===== config.mk =====
export PLATFORM = sky130hd
export DESIGN_NAME = parallax_starfield_generator
export DESIGN_NICKNAME = d
export VERILOG_FILES = /design/src/design/psg_pkg.sv /design/src/design/parallax_starfield_generator.sv /design/src/design/psg_star_mem.sv /design/src/design/psg_lcg.sv /design/src/design/psg_seq.sv
export SDC_FILE = /design/constraint.sdc
export NUM_CORES = 2
export LEC_CHECK = 0
export BUFFER_PORTS_ARGS = -buffer_cell sky130_fd_sc_hd__buf_2
export CAP_MARGIN = 20
export CORE_AREA = 2 2 394 396
export CTS_BUF_LIST = sky130_fd_sc_hd__clkbuf_16
export DETAILED_ROUTE_END_ITERATION = 8
export DIE_AREA = 0 0 396 398
export GPL_TIMING_DRIVEN = 0
export PLACE_DENSITY = 0.79
export SYNTH_ARGS = -nofsm -noshare
export SYNTH_HDL_FRONTEND = slang
export SYNTH_SLANG_ARGS = --single-unit

===== constraint.sdc =====
create_clock -name clk -period 8.45 [get_ports clk]
set_input_delay 0 -clock clk [delete_from_list [all_inputs] [get_ports clk]]
set_output_delay 0 -clock clk [all_outputs]
set_load 0.005 [all_outputs]

===== src/design/psg_pkg.sv =====
// shared types, constants and helpers for the parallax starfield generator
// no dependencies; imported by every module of the block
`timescale 1ns / 1ps
`default_nettype none

package psg_pkg;

	// default sizing, handed down as the top level parameter defaults
	localparam int STAR_COUNT_DEF  = 64;
	localparam int LAYER_COUNT_DEF = 3;

	// fixed field widths
	localparam int X_W     = 18;   // 10 integer bits, 8 fraction bits
	localparam int Y_W     = 10;
	localparam int LAYER_W = 2;
	localparam int PROD_W  = 28;   // 16 x 12 product

	// generator constants
	localparam logic [31:0] LCG_MUL   = 32'd1664525;
	localparam logic [31:0] LCG_ADD   = 32'd1013904223;
	localparam logic [31:0] LCG_RESET = 32'd54321;

	localparam logic [9:0] GRAY_STEP = 10'd80;

	// register reset values
	localparam logic [9:0]  WIDTH_RST  = 10'd320;
	localparam logic [9:0]  HEIGHT_RST = 10'd120;
	localparam logic [11:0] NEAR_RST   = 12'd320;
	localparam logic [11:0] MID_RST    = 12'd800;
	localparam logic [11:0] FAR_RST    = 12'd1440;
	localparam logic [31:0] SEED_RST   = 32'd54321;

	// register indexes
	localparam logic [2:0] CFG_SCREEN_WIDTH   = 3'd0;
	localparam logic [2:0] CFG_HORIZON_HEIGHT = 3'd1;
	localparam logic [2:0] CFG_SPEED_NEAR     = 3'd2;
	localparam logic [2:0] CFG_SPEED_MID      = 3'd3;
	localparam logic [2:0] CFG_SPEED_FAR      = 3'd4;
	localparam logic [2:0] CFG_RNG_SEED       = 3'd5;

	// command codes
	localparam logic [1:0] CMD_INIT   = 2'd0;
	localparam logic [1:0] CMD_UPDATE = 2'd1;
	localparam logic [1:0] CMD_DRAW   = 2'd2;

	typedef struct packed {
		logic [9:0]  width;
		logic [9:0]  height;
		logic [11:0] speed_near;
		logic [11:0] speed_mid;
		logic [11:0] speed_far;
		logic [31:0] seed;
	} cfg_t;

	typedef struct packed {
		logic [X_W-1:0] x;
		logic [Y_W-1:0] y;
	} star_t;

	typedef struct packed {
		logic [9:0]  x;
		logic [9:0]  y;
		logic [15:0] color;
		logic        last;
	} pix_t;

	typedef struct packed {
		logic load;
		logic mul;
		logic add;
	} lcg_ctrl_t;

	typedef enum logic [3:0] {
		ST_IDLE,
		ST_X_MUL,
		ST_X_ADD,
		ST_X_SCL,
		ST_X_FIN,
		ST_ROW_MUL,
		ST_ROW_ADD,
		ST_ROW_SCL,
		ST_ROW_FIN,
		ST_WRITE,
		ST_UPD_READ,
		ST_UPD_CALC,
		ST_DRW_READ,
		ST_DRW_EMIT
	} state_t;

	// rgb565 gray of a layer, level (layer+1)*80 capped at 255
	function automatic logic [15:0] gray_of_layer(input logic [LAYER_W-1:0] layer);
		logic [9:0] lvl;
		lvl = (10'(layer) + 10'd1) * GRAY_STEP;
		if (lvl > 10'd255) begin
			lvl = 10'd255;
		end
		return {lvl[7:3], lvl[7:2], lvl[7:3]};
	endfunction

endpackage

`default_nettype wire


===== src/design/parallax_starfield_generator.sv =====
// draw reads each star, then offers its pixel to the output register and waits
//   there while the output is stalled; init takes each star through the x and row
//   multiply, add, scale and finish states, then a write; update reads a star and
//   writes its new x; a star that wraps also takes the row states for a new row
// stars are handled one at a time with a shared multiplier; one request at a time
// reset: registers to defaults, all positions read as zero, generator at 54321
`timescale 1ns / 1ps
`default_nettype none

module parallax_starfield_generator
	import psg_pkg::*;
#(
	parameter int STAR_COUNT  = STAR_COUNT_DEF,
	parameter int LAYER_COUNT = LAYER_COUNT_DEF
) (
	input  wire logic        clk,
	input  wire logic        arst_n,
	input  wire logic        cfg_write,
	input  wire logic [2:0]  cfg_index,
	input  wire logic [31:0] cfg_data,
	input  wire logic        in_valid,
	output logic             in_stall,
	input  wire logic [1:0]  command,
	input  wire logic [15:0] time_step,
	output logic             out_valid,
	input  wire logic        out_stall,
	output logic [9:0]       pixel_x,
	output logic [9:0]       pixel_y,
	output logic [15:0]      pixel_color,
	output logic             last_star
);

	localparam int AW = (STAR_COUNT > 1) ? $clog2(STAR_COUNT) : 1;

	cfg_t          cfg_q;
	lcg_ctrl_t     lcg_ctrl;
	logic [15:0]   fraction;
	logic          rd_en;
	logic          wr_en;
	logic [AW-1:0] addr;
	star_t         wdata;
	star_t         rdata;
	logic          pix_ready;
	logic          pix_valid;
	pix_t          pix;
	logic          busy;
	logic          start;
	logic          out_valid_q;
	pix_t          pix_q;

	always_ff @(posedge clk or negedge arst_n) begin
		if (!arst_n) begin
			cfg_q.width      <= WIDTH_RST;
			cfg_q.height     <= HEIGHT_RST;
			cfg_q.speed_near <= NEAR_RST;
			cfg_q.speed_mid  <= MID_RST;
			cfg_q.speed_far  <= FAR_RST;
			cfg_q.seed       <= SEED_RST;
		end else if (cfg_write) begin
			unique case (cfg_index)
				CFG_SCREEN_WIDTH:   cfg_q.width      <= cfg_data[9:0];
				CFG_HORIZON_HEIGHT: cfg_q.height     <= cfg_data[9:0];
				CFG_SPEED_NEAR:     cfg_q.speed_near <= cfg_data[11:0];
				CFG_SPEED_MID:      cfg_q.speed_mid  <= cfg_data[11:0];
				CFG_SPEED_FAR:      cfg_q.speed_far  <= cfg_data[11:0];
				CFG_RNG_SEED:       cfg_q.seed       <= cfg_data;
				default: begin
				end
			endcase
		end
	end

	assign in_stall = busy;
	assign start    = in_valid && !busy;

	psg_seq #(
		.STAR_COUNT  (STAR_COUNT),
		.LAYER_COUNT (LAYER_COUNT),
		.AW          (AW)
	) u_seq (
		.clk       (clk),
		.arst_n    (arst_n),
		.start     (start),
		.start_cmd (command),
		.start_dt  (time_step),
		.cfg       (cfg_q),
		.fraction  (fraction),
		.lcg_ctrl  (lcg_ctrl),
		.rd_en     (rd_en),
		.wr_en     (wr_en),
		.addr      (addr),
		.wdata     (wdata),
		.rdata     (rdata),
		.pix_ready (pix_ready),
		.pix_valid (pix_valid),
		.pix       (pix),
		.busy      (busy)
	);

	psg_lcg u_lcg (
		.clk      (clk),
		.arst_n   (arst_n),
		.ctrl     (lcg_ctrl),
		.seed     (cfg_q.seed),
		.fraction (fraction)
	);

	psg_star_mem #(
		.DEPTH (STAR_COUNT),
		.AW    (AW)
	) u_mem (
		.clk     (clk),
		.arst_n  (arst_n),
		.rd_en   (rd_en),
		.rd_addr (addr),
		.rd_data (rdata),
		.wr_en   (wr_en),
		.wr_addr (addr),
		.wr_data (wdata)
	);

	// output register, refilled as soon as the held pixel is taken
	assign pix_ready = !out_valid_q || !out_stall;

	always_ff @(posedge clk or negedge arst_n) begin
		if (!arst_n) begin
			out_valid_q <= 1'b0;
		end else if (pix_ready) begin
			out_valid_q <= pix_valid;
		end
	end

	always_ff @(posedge clk) begin
		if (pix_ready && pix_valid) begin
			pix_q <= pix;
		end
	end

	assign out_valid   = out_valid_q;
	assign pixel_x     = pix_q.x;
	assign pixel_y     = pix_q.y;
	assign pixel_color = pix_q.color;
	assign last_star   = pix_q.last;

endmodule

`default_nettype wire


===== src/design/psg_star_mem.sv =====
// star position memory: one read and one write port, registered read data
// entries never written since reset read as zero through per-entry valid bits
// depends on psg_pkg
`timescale 1ns / 1ps
`default_nettype none

module psg_star_mem
	import psg_pkg::*;
#(
	parameter int DEPTH = STAR_COUNT_DEF,
	parameter int AW    = 6
) (
	input  wire logic          clk,
	input  wire logic          arst_n,
	input  wire logic          rd_en,
	input  wire logic [AW-1:0] rd_addr,
	output star_t              rd_data,
	input  wire logic          wr_en,
	input  wire logic [AW-1:0] wr_addr,
	input  wire star_t         wr_data
);

	star_t            mem [DEPTH];
	logic [DEPTH-1:0] valid_q;
	star_t            rd_data_q;

	always_ff @(posedge clk) begin
		if (wr_en) begin
			mem[wr_addr] <= wr_data;
		end
		if (rd_en) begin
			rd_data_q <= valid_q[rd_addr] ? mem[rd_addr] : '0;
		end
	end

	always_ff @(posedge clk or negedge arst_n) begin
		if (!arst_n) begin
			valid_q <= '0;
		end else if (wr_en) begin
			valid_q[wr_addr] <= 1'b1;
		end
	end

	assign rd_data = rd_data_q;

endmodule

`default_nettype wire


===== src/design/psg_lcg.sv =====
// 32-bit linear congruential generator, each step done as a registered
// multiply, then an add; exposes the top 16 bits as a fraction
// depends on psg_pkg
`timescale 1ns / 1ps
`default_nettype none

module psg_lcg
	import psg_pkg::*;
(
	input  wire logic        clk,
	input  wire logic        arst_n,
	input  wire lcg_ctrl_t   ctrl,
	input  wire logic [31:0] seed,
	output logic      [15:0] fraction
);

	logic [31:0] state_q;
	logic [31:0] prod_q;

	always_ff @(posedge clk or negedge arst_n) begin
		if (!arst_n) begin
			state_q <= LCG_RESET;
		end else begin
			priority if (ctrl.load) begin
				state_q <= seed;
			end else if (ctrl.add) begin
				state_q <= prod_q + LCG_ADD;
			end
		end
	end

	// product keeps only the low word, modulo 2^32
	always_ff @(posedge clk) begin
		if (ctrl.mul) begin
			prod_q <= state_q * LCG_MUL;
		end
	end

	assign fraction = state_q[31:16];

endmodule

`default_nettype wire


===== src/design/psg_seq.sv =====
// command sequencer: walks the stars through the position memory,
// read-modify-write with one shared 16x12 multiplier
// depends on psg_pkg, drives psg_star_mem and psg_lcg from the top level
`timescale 1ns / 1ps
`default_nettype none

module psg_seq
	import psg_pkg::*;
#(
	parameter int STAR_COUNT  = STAR_COUNT_DEF,
	parameter int LAYER_COUNT = LAYER_COUNT_DEF,
	parameter int AW          = 6
) (
	input  wire logic          clk,
	input  wire logic          arst_n,
	input  wire logic          start,
	input  wire logic [1:0]    start_cmd,
	input  wire logic [15:0]   start_dt,
	input  wire cfg_t          cfg,
	input  wire logic [15:0]   fraction,
	output lcg_ctrl_t          lcg_ctrl,
	output logic               rd_en,
	output logic               wr_en,
	output logic [AW-1:0]      addr,
	output star_t              wdata,
	input  wire star_t         rdata,
	input  wire logic          pix_ready,
	output logic               pix_valid,
	output pix_t               pix,
	output logic               busy
);

	localparam logic [AW-1:0]      IDX_LAST = AW'(STAR_COUNT - 1);
	localparam logic [LAYER_W-1:0] LAY_LAST = LAYER_W'(LAYER_COUNT - 1);

	state_t              state_q, state_d;
	logic [1:0]          cmd_q;
	logic [15:0]         dt_q;
	logic [AW-1:0]       idx_q;
	logic [LAYER_W-1:0]  lay_q;
	logic [PROD_W-1:0]   prod_q;
	logic [X_W-1:0]      x_q;
	logic [Y_W-1:0]      y_q;

	logic                idx_last;
	logic [11:0]         speed;
	logic [15:0]         mul_a;
	logic [11:0]         mul_b;
	logic [PROD_W-1:0]   mul_p;
	logic                mul_en;
	logic [15:0]         delta;
	logic signed [X_W:0] diff;
	logic signed [X_W:0] wrapped;
	logic [X_W-1:0]      x_upd;

	assign idx_last = (idx_q == IDX_LAST);

	always_comb begin
		priority if (lay_q == 2'd0) begin
			speed = cfg.speed_near;
		end else if (lay_q == 2'd1) begin
			speed = cfg.speed_mid;
		end else begin
			speed = cfg.speed_far;
		end
	end

	assign mul_p = mul_a * mul_b;

	// scroll step: delta in q.8 pixels, wrap by the screen width once
	assign delta   = prod_q[27:12];
	assign diff    = $signed({1'b0, rdata.x}) - $signed({3'b0, delta});
	assign wrapped = diff + $signed({1'b0, cfg.width, 8'b0});
	always_comb begin
		if (!diff[X_W]) begin
			x_upd = diff[X_W-1:0];
		end else if (wrapped[X_W]) begin
			x_upd = '0;
		end else begin
			x_upd = wrapped[X_W-1:0];
		end
	end

	// next state
	always_comb begin
		state_d = state_q;
		unique case (state_q)
			ST_IDLE: begin
				if (start) begin
					priority if (start_cmd == CMD_INIT) begin
						state_d = ST_X_MUL;
					end else if (start_cmd == CMD_UPDATE) begin
						state_d = ST_UPD_READ;
					end else if (start_cmd == CMD_DRAW) begin
						state_d = ST_DRW_READ;
					end else begin
						state_d = ST_IDLE;
					end
				end
			end
			ST_X_MUL:    state_d = ST_X_ADD;
			ST_X_ADD:    state_d = ST_X_SCL;
			ST_X_SCL:    state_d = ST_X_FIN;
			ST_X_FIN:    state_d = ST_ROW_MUL;
			ST_ROW_MUL:  state_d = ST_ROW_ADD;
			ST_ROW_ADD:  state_d = ST_ROW_SCL;
			ST_ROW_SCL:  state_d = ST_ROW_FIN;
			ST_ROW_FIN:  state_d = ST_WRITE;
			ST_WRITE: begin
				if (idx_last) begin
					state_d = ST_IDLE;
				end else if (cmd_q == CMD_INIT) begin
					state_d = ST_X_MUL;
				end else begin
					state_d = ST_UPD_READ;
				end
			end
			ST_UPD_READ: state_d = ST_UPD_CALC;
			ST_UPD_CALC: state_d = diff[X_W] ? ST_ROW_MUL : ST_WRITE;
			ST_DRW_READ: state_d = ST_DRW_EMIT;
			ST_DRW_EMIT: begin
				if (pix_ready) begin
					state_d = idx_last ? ST_IDLE : ST_DRW_READ;
				end
			end
			default:     state_d = ST_IDLE;
		endcase
	end

	// outputs per state
	always_comb begin
		lcg_ctrl  = '0;
		rd_en     = 1'b0;
		wr_en     = 1'b0;
		pix_valid = 1'b0;
		mul_en    = 1'b0;
		mul_a     = fraction;
		mul_b     = 12'd0;
		unique case (state_q)
			ST_IDLE:     lcg_ctrl.load = start && (start_cmd == CMD_INIT);
			ST_X_MUL,
			ST_ROW_MUL:  lcg_ctrl.mul = 1'b1;
			ST_X_ADD,
			ST_ROW_ADD:  lcg_ctrl.add = 1'b1;
			ST_X_SCL: begin
				mul_en = 1'b1;
				mul_b  = {2'b0, cfg.width};
			end
			ST_ROW_SCL: begin
				mul_en = 1'b1;
				mul_b  = {2'b0, cfg.height};
			end
			ST_UPD_READ: begin
				rd_en  = 1'b1;
				mul_en = 1'b1;
				mul_a  = dt_q;
				mul_b  = speed;
			end
			ST_DRW_READ: rd_en = 1'b1;
			ST_WRITE:    wr_en = 1'b1;
			ST_DRW_EMIT: pix_valid = 1'b1;
			default: begin
			end
		endcase
	end

	assign addr      = idx_q;
	assign wdata.x   = x_q;
	assign wdata.y   = y_q;
	assign pix.x     = rdata.x[X_W-1:8];
	assign pix.y     = rdata.y;
	assign pix.color = gray_of_layer(lay_q);
	assign pix.last  = idx_last;
	assign busy      = (state_q != ST_IDLE);

	always_ff @(posedge clk or negedge arst_n) begin
		if (!arst_n) begin
			state_q <= ST_IDLE;
			cmd_q   <= CMD_INIT;
			idx_q   <= '0;
			lay_q   <= '0;
		end else begin
			state_q <= state_d;
			if (state_q == ST_IDLE && start) begin
				cmd_q <= start_cmd;
				idx_q <= '0;
				lay_q <= '0;
			end else if ((state_q == ST_WRITE) ||
			             (state_q == ST_DRW_EMIT && pix_ready)) begin
				idx_q <= idx_last ? '0 : idx_q + 1'b1;
				lay_q <= (idx_last || lay_q == LAY_LAST) ? '0 : lay_q + 1'b1;
			end
		end
	end

	always_ff @(posedge clk) begin
		if (state_q == ST_IDLE && start) begin
			dt_q <= start_dt;
		end
		if (mul_en) begin
			prod_q <= mul_p;
		end
		if (state_q == ST_X_FIN) begin
			x_q <= prod_q[25:8];
		end else if (state_q == ST_UPD_CALC) begin
			x_q <= x_upd;
		end
		if (state_q == ST_ROW_FIN) begin
			y_q <= prod_q[25:16];
		end else if (state_q == ST_UPD_CALC) begin
			y_q <= rdata.y;
		end
	end

	a_no_write_on_draw: assert property (@(posedge clk) disable iff (!arst_n)
		wr_en |-> (cmd_q != CMD_DRAW))
		else $error("star memory written during a draw run");

	a_lcg_one_op: assert property (@(posedge clk) disable iff (!arst_n)
		$onehot0({lcg_ctrl.load, lcg_ctrl.mul, lcg_ctrl.add}))
		else $error("generator given more than one operation");

	a_layer_range: assert property (@(posedge clk) disable iff (!arst_n)
		(lay_q <= LAY_LAST))
		else $error("layer counter out of range");

	a_last_write_ends: assert property (@(posedge clk) disable iff (!arst_n)
		(wr_en && idx_last) |=> (state_q == ST_IDLE))
		else $error("sequencer did not stop after the last star");

endmodule

`default_nettype wire

# == Yosys cells after proc, flatten, opt, wreduce, memory -nomap -nowiden ==
# Memories as Yosys holds them, arrays and structs flattened. A register that Yosys moved wholly into a read port is not among the register bits.
# Index checks and enable logic that the tools add are counted.
# totals
register_bits,340
mem_bits_rw,1792
inputBits,58
word_cells,137
n_memories,1
# classes
add_sub_neg,6
mul,3
n_lt_le_gt_ge,3
n_eq_ne,25
mux,42
n_bitwise,1
n_reduce_logical,34
# mem_list
name,depth,word_bits,read_ports,rd_clocked_by_memory_dff,write_ports,line,text
u_mem.mem,64,28,1,1,1,psg_star_mem.sv:23,star_t mem [DEPTH];
# op_table
op,n
18-bit 2-to-1 mux,4
32-bit 2-to-1 mux,2
64-bit bitwise OR,1
4-bit case mux with 14 select lines,1
4-bit 2-to-1 mux,9
12-bit case mux with 3 select lines,1
32-bit by 30-bit adder with 32-bit output (second input constant),1
32-bit by 21-bit multiplier with 32-bit output (second input constant),1
16-bit by 12-bit multiplier with 28-bit output,1
4-bit equality test (second input constant),6
12-bit 2-to-1 mux,2
10-bit 2-to-1 mux,2
19-bit adder,1
18-bit by 16-bit subtractor with 19-bit output,1
6-bit 2-to-1 mux,3
4-bit by 3-bit equality test with 1-bit output (second input constant),4
16-bit 2-to-1 mux,1
2-bit AND reduction,7
1-bit 2-to-1 mux,11
10-bit by 8-bit > comparator with 1-bit output (second input constant),1
4-bit by 2-bit equality test with 1-bit output (second input constant),2
8-bit 2-to-1 mux,1
2-bit nonzero test,4
6-bit by 7-bit < comparator with 1-bit output (second input constant),1
26 further kinds,46

# == Logic depth before layout (Yosys ltp) ==
# depth
word_depth,6
depth_mapped,29

# == Hierarchy ==
# Synthesis repeated with hierarchy kept, for this count alone.
# hier_totals
hier_cells,5588
hier_area_um2,96994.3
# modules_own_cells
module,n_inst,cells_each,area_per_inst_um2,seq_area_each_um2
psg_star_mem,1,3109,71208.3,56254.0
psg_seq,1,1246,11300.8,2272.2
psg_lcg,1,1001,9967.1,1770.4
parallax_starfield_generator,1,232,4518.1,3365.7

# == Worst setup path before layout ==
# Ideal clock, no wire load.
# synth_path
kind,reg2reg
startpoint,register u_seq.lay_q[1]
endpoint,"register u_seq.prod_q[20], data pin"
setup_time_ns,0.258
arrival_time_ns,6.612
required_ns,8.192
path_slack_ns,1.580
stages_incl_launch_ff,29
n_path_buf,2
path_cell_list,dfrtp_1 > inv_1 > ha_1 > buf_1 > mux2i_1 > nor2_1 > a21oi_1 > o22ai_1 > clkbuf_1 > nand2_1 > fa_1 > inv_1 > fa_1 > inv_1 > fa_1 > inv_1 > fa_1 > inv_1 > fa_1 > inv_1 > ha_1 > a21oi_1 > o211ai_1 > a2111o_1 > o211ai_1 > nor2b_1 > o21bai_1 > a21o_1 > xor2_1
# synth_between
elab_chain_cells,5
word_cells_on_any_way,6
classes_between,mul: 1; eq/ne: 1; mux: 3; reduce/logical: 1
# synth_rtl
item,line,text
start: declaration,psg_seq.sv:40,logic [LAYER_W-1:0] lay_q;
start signal: assignment,psg_seq.sv:191,lay_q <= (idx_last || lay_q == LAY_LAST) ? '0 : lay_q + 1'b1;
2-bit by 1-bit equality test with 1-bit output,psg_seq.sv:61,end else if (lay_q == 2'd1) begin
12-bit 2-to-1 mux,psg_seq.sv:61,
12-bit 2-to-1 mux *,psg_seq.sv:59,priority if (lay_q == 2'd0) begin
12-bit case mux with 3 select lines *,psg_seq.sv:139,unique case (state_q)
16-bit by 12-bit multiplier with 28-bit output *,psg_seq.sv:68,assign mul_p = mul_a * mul_b;
via u_seq.mul_p[20],psg_seq.sv:49,logic [PROD_W-1:0] mul_p;
end signal: assignment,psg_seq.sv:201,prod_q <= mul_p;
end: declaration,psg_seq.sv:41,logic [PROD_W-1:0] prod_q;
# Mark *: on every way through the listed nets, which the timed path passes. The rest lies on a longest branch.
# A chain may end at the register's enable or synchronous reset.

# == Final worst setup path ==
# layout_path
startpoint,register u_seq.lay_q[1]
endpoint,"register u_seq.prod_q[27], data pin"
# Same word-level chain as after synthesis.

==> flow_summary.json <==
{
  "rsz0062_at_grt": "no",
  "fmax_mhz": 127,
  "gp_congestion": 1.01,
  "multiInputGateArea_um2": 30700,
  "grt_usage": 0.391,
  "final.min_clock_period_ns": 7.88,
  "crit_top_cell": "inv_1",
  "initial_utilization": 0.626,
  "antenna_found_initial": 15,
  "final_cell_mix": "1,941 x edfxtp_1, 464 x mux4_2, 446 x inv_1",
  "synthArstFlopShare": 0.0930,
  "io_buffers": 96,
  "first_pass_iters": 8,
  "synthAdderAreaFrac": 0.0907,
  "die_h_um": 398,
  "drc": 0,
  "worst_slew_pin_slew_ns": 1.36,
  "setup_tns_ns": 0,
  "yosysWarnings": 0,
  "cts_root_buf": "clkbuf_16",
  "wl_per_cell_um": 37.1,
  "max-cap-violations": 0,
  "fin_worst_skew_ns": 0.0967,
  "cp_slowest_cell": "fa_1",
  "cts_inserted_buffers": 199,
  "register_area_um2": 63300,
  "cp_num_buf_inv": 8,
  "cts.sink_count": 2140,
  "grt_pass1_wl_mm": 427,
  "nNetsFinal": 6562,
  "num_vias": 57300,
  "yosys.area_share.simple": 0.0358,
  "synth_edf_count": 1941,
  "seq_area_frac_synth": 0.659,
  "cp.arrival_ns": 8.44,
  "crit_path_start_kind": "flop",
  "clk_latency_ns": 0.90,
  "finalHoldViolations": 0,
  "wl_mm": 304,
  "routed_via_density": 6.99,
  "die_w_um": 396,
  "grt-ovfl-total": 0,
  "maxSlewHeadroom": 0.0938,
  "synth_cell_types": 85,
  "area_growth_syn_to_layout_pct": 15.6,
  "hp-class": "input pin to flop",
  "final_common_cell": "edfxtp_1",
  "post_cts_buffers": 0,
  "hpwl_mm": 195,
  "rows": 144,
  "worstSetupEndpointType": "flop",
  "synth_nets": 6009,
  "clock_path_buffers": 3,
  "ys_ff_latch": 2140,
  "finalMaxSlewViolations": 0,
  "core_area_um2": 153000,
  "outcome": "finished, final reports clean",
  "post-route-period-util": 0.933,
  "drive_above_1_share": 0.223,
  "dieArea_um2": 158000,
  "postRouteAntennaNets": 0,
  "synth_compound_area_frac": 0.0292,
  "cts_max_level": 4,
  "cp.required_ns": 9.01,
  "synthCells": 5419,
  "cpPeakStageDelay_ns": 0.56,
  "worstSetupPathType": "flop to flop",
  "setup_viol": 0,
  "synth_area_um2": 96000,
  "cts_tree": "yes",
  "fill_cells": 8608,
  "ios": 97,
  "worstPathMaxFanout": 10,
  "synth-main-ff-cell": "edfxtp_1",
  "path_delay_family": "adder cells",
  "reg2reg_slack_ns": 0.57,
  "grt_pass1_vias": 57900,
  "syn_avg_cell_area_um2": 17.7,
  "grt_start_max_net_pins": 93,
  "drt_iter0_markers": 9649,
  "clk_pin_slew_worst_paths_ns": 0.06,
  "synthXorXnorAreaFrac": 0.00921,
  "synth_top_family_by_area": "multiplexers",
  "synthMuxAreaShare": 0.149
}
## state kept, by name, summed over array words and instances (netlist names), 16 cells and up
register and flops:
u_lcg.prod_q 32, cfg_q 88, u_mem.rd_data 28, u_seq.x_q 18
u_mem.mem 1792, u_seq.prod_q 20, u_mem.valid_q 64, u_lcg.state_q 32
u_seq.dt_q 16
## cells by family (layout without fill, tap and decap cells)
kind of cell               count (synthesis)  count (layout)
adders and majority gates                532             532
other                                      0               8
buffers and inverters                    652            1378
and+or+nand+nor                          729             729
xor gates and xnor gates                 101             101
muxes                                    838             838
AOI/OAI and AO/OA                        427             427
DFF                                     2140            2140
## Yosys cell counts, types with 7 or more instances
library cell | count | share of area
a211oi_1 | 7 | 0.00055
a21o_1 | 21 | 0.0016
a21oi_1 | 85 | 0.0044
a221o_1 | 8 | 0.00083
a22o_1 | 7 | 0.00064
a22oi_1 | 20 | 0.0016
a31oi_1 | 13 | 0.00085
and2_1 | 33 | 0.0021
and3_1 | 8 | 0.00052
buf_1 | 20 | 0.00078
buf_2 | 55 | 0.0029
buf_4 | 12 | 0.00094
clkbuf_1 | 148 | 0.0058
dfrtp_1 | 170 | 0.044
dfstp_2 | 29 | 0.0079
edfxtp_1 | 1941 | 0.61
fa_1 | 273 | 0.057
ha_1 | 259 | 0.034
inv_1 | 417 | 0.016
mux2_2 | 100 | 0.012
mux2i_1 | 273 | 0.028
mux4_2 | 464 | 0.11
nand2_1 | 233 | 0.0091
nand2b_1 | 13 | 0.00085
nand3_1 | 24 | 0.0013
nor2_1 | 222 | 0.0087
nor2b_1 | 18 | 0.0012
nor3_1 | 26 | 0.0014
nor4_1 | 30 | 0.0020
o211ai_1 | 8 | 0.00063
o21a_1 | 10 | 0.00078
o21ai_0 | 57 | 0.0030
o21ai_1 | 7 | 0.00036
o21bai_1 | 9 | 0.00070
o22ai_1 | 124 | 0.0081
or2_2 | 74 | 0.0048
or3_1 | 12 | 0.00078
xnor2_1 | 71 | 0.0065
xor2_1 | 30 | 0.0027
## per-stage QoR
step / setup slack (ns) / instances / utilization / hold WS, ns / area [um2]
final: 0.567 / 8197 / 0.724 / 0.0479 / 111000
after global routing: 0.114 / 8189 / 0.724 / 0.0710 / 111000
after CTS: 0.0275 / 8178 / 0.723 / 0.00937 / 111000
after detailed placement: 0.0683 / 7701 / 0.671 / 0.107 / 103000
after global placement: 0.143 / 7559 / 0.646 / 0.180 / 99100
after floorplan: 1.58 / 5419 / - / -0.296 / 96000
## worst min-delay path, cell delays in order
cell,delay [ns]
dlygate4sd3_1,0.53
buf_2,0.16
nand2_1,0.08
nand2_1,0.06
## layer usage
layer  vias to the layer above  GRT usage  wire length, um
met2                      5350      0.590           137000
met5                         -    0.00303              179
li1                      21900          -                -
met3                      1275      0.132            42900
met4                        20      0.259            25600
met1                     28800      0.486            98500
## layout make-up
type | count | share of cell area
Sequential cell | 2140 | 0.570
Timing Repair Buffer | 352 | 0.0452
Multi-Input combinational cell | 2627 | 0.276
Inverter | 417 | 0.0141
Antenna cell | 8 | 0.000180
Clock buffer | 200 | 0.0451
Tap cell | 2044 | 0.0230
Clock inverter | 174 | 0.0171
Buffer | 235 | 0.00899
## final timing paths
check,from,to,cells after the start
max reg2reg,u_seq.lay_q[1],u_seq.prod_q[27],27
max in group asynchronous,arst_n,u_mem.valid_q[44],4
min in group asynchronous,arst_n,cfg_q[12],3
min reg2reg,u_mem.valid_q[15],u_mem.valid_q[15],1
min,out_stall,out_valid,4
max,u_seq.lay_q[1],u_seq.prod_q[27],27
## what timing repair did
item | in CTS | in global routing
hold buffers | 103 | 0
endpoints found under the setup margin | 0 | 10
gates resized for setup | 0 | 4
endpoints found under the hold margin | 331 | 0
Power is left out: the tool's default activity adds up to more than one toggle a clock period on the data nets, which glitch-free logic cannot reach.
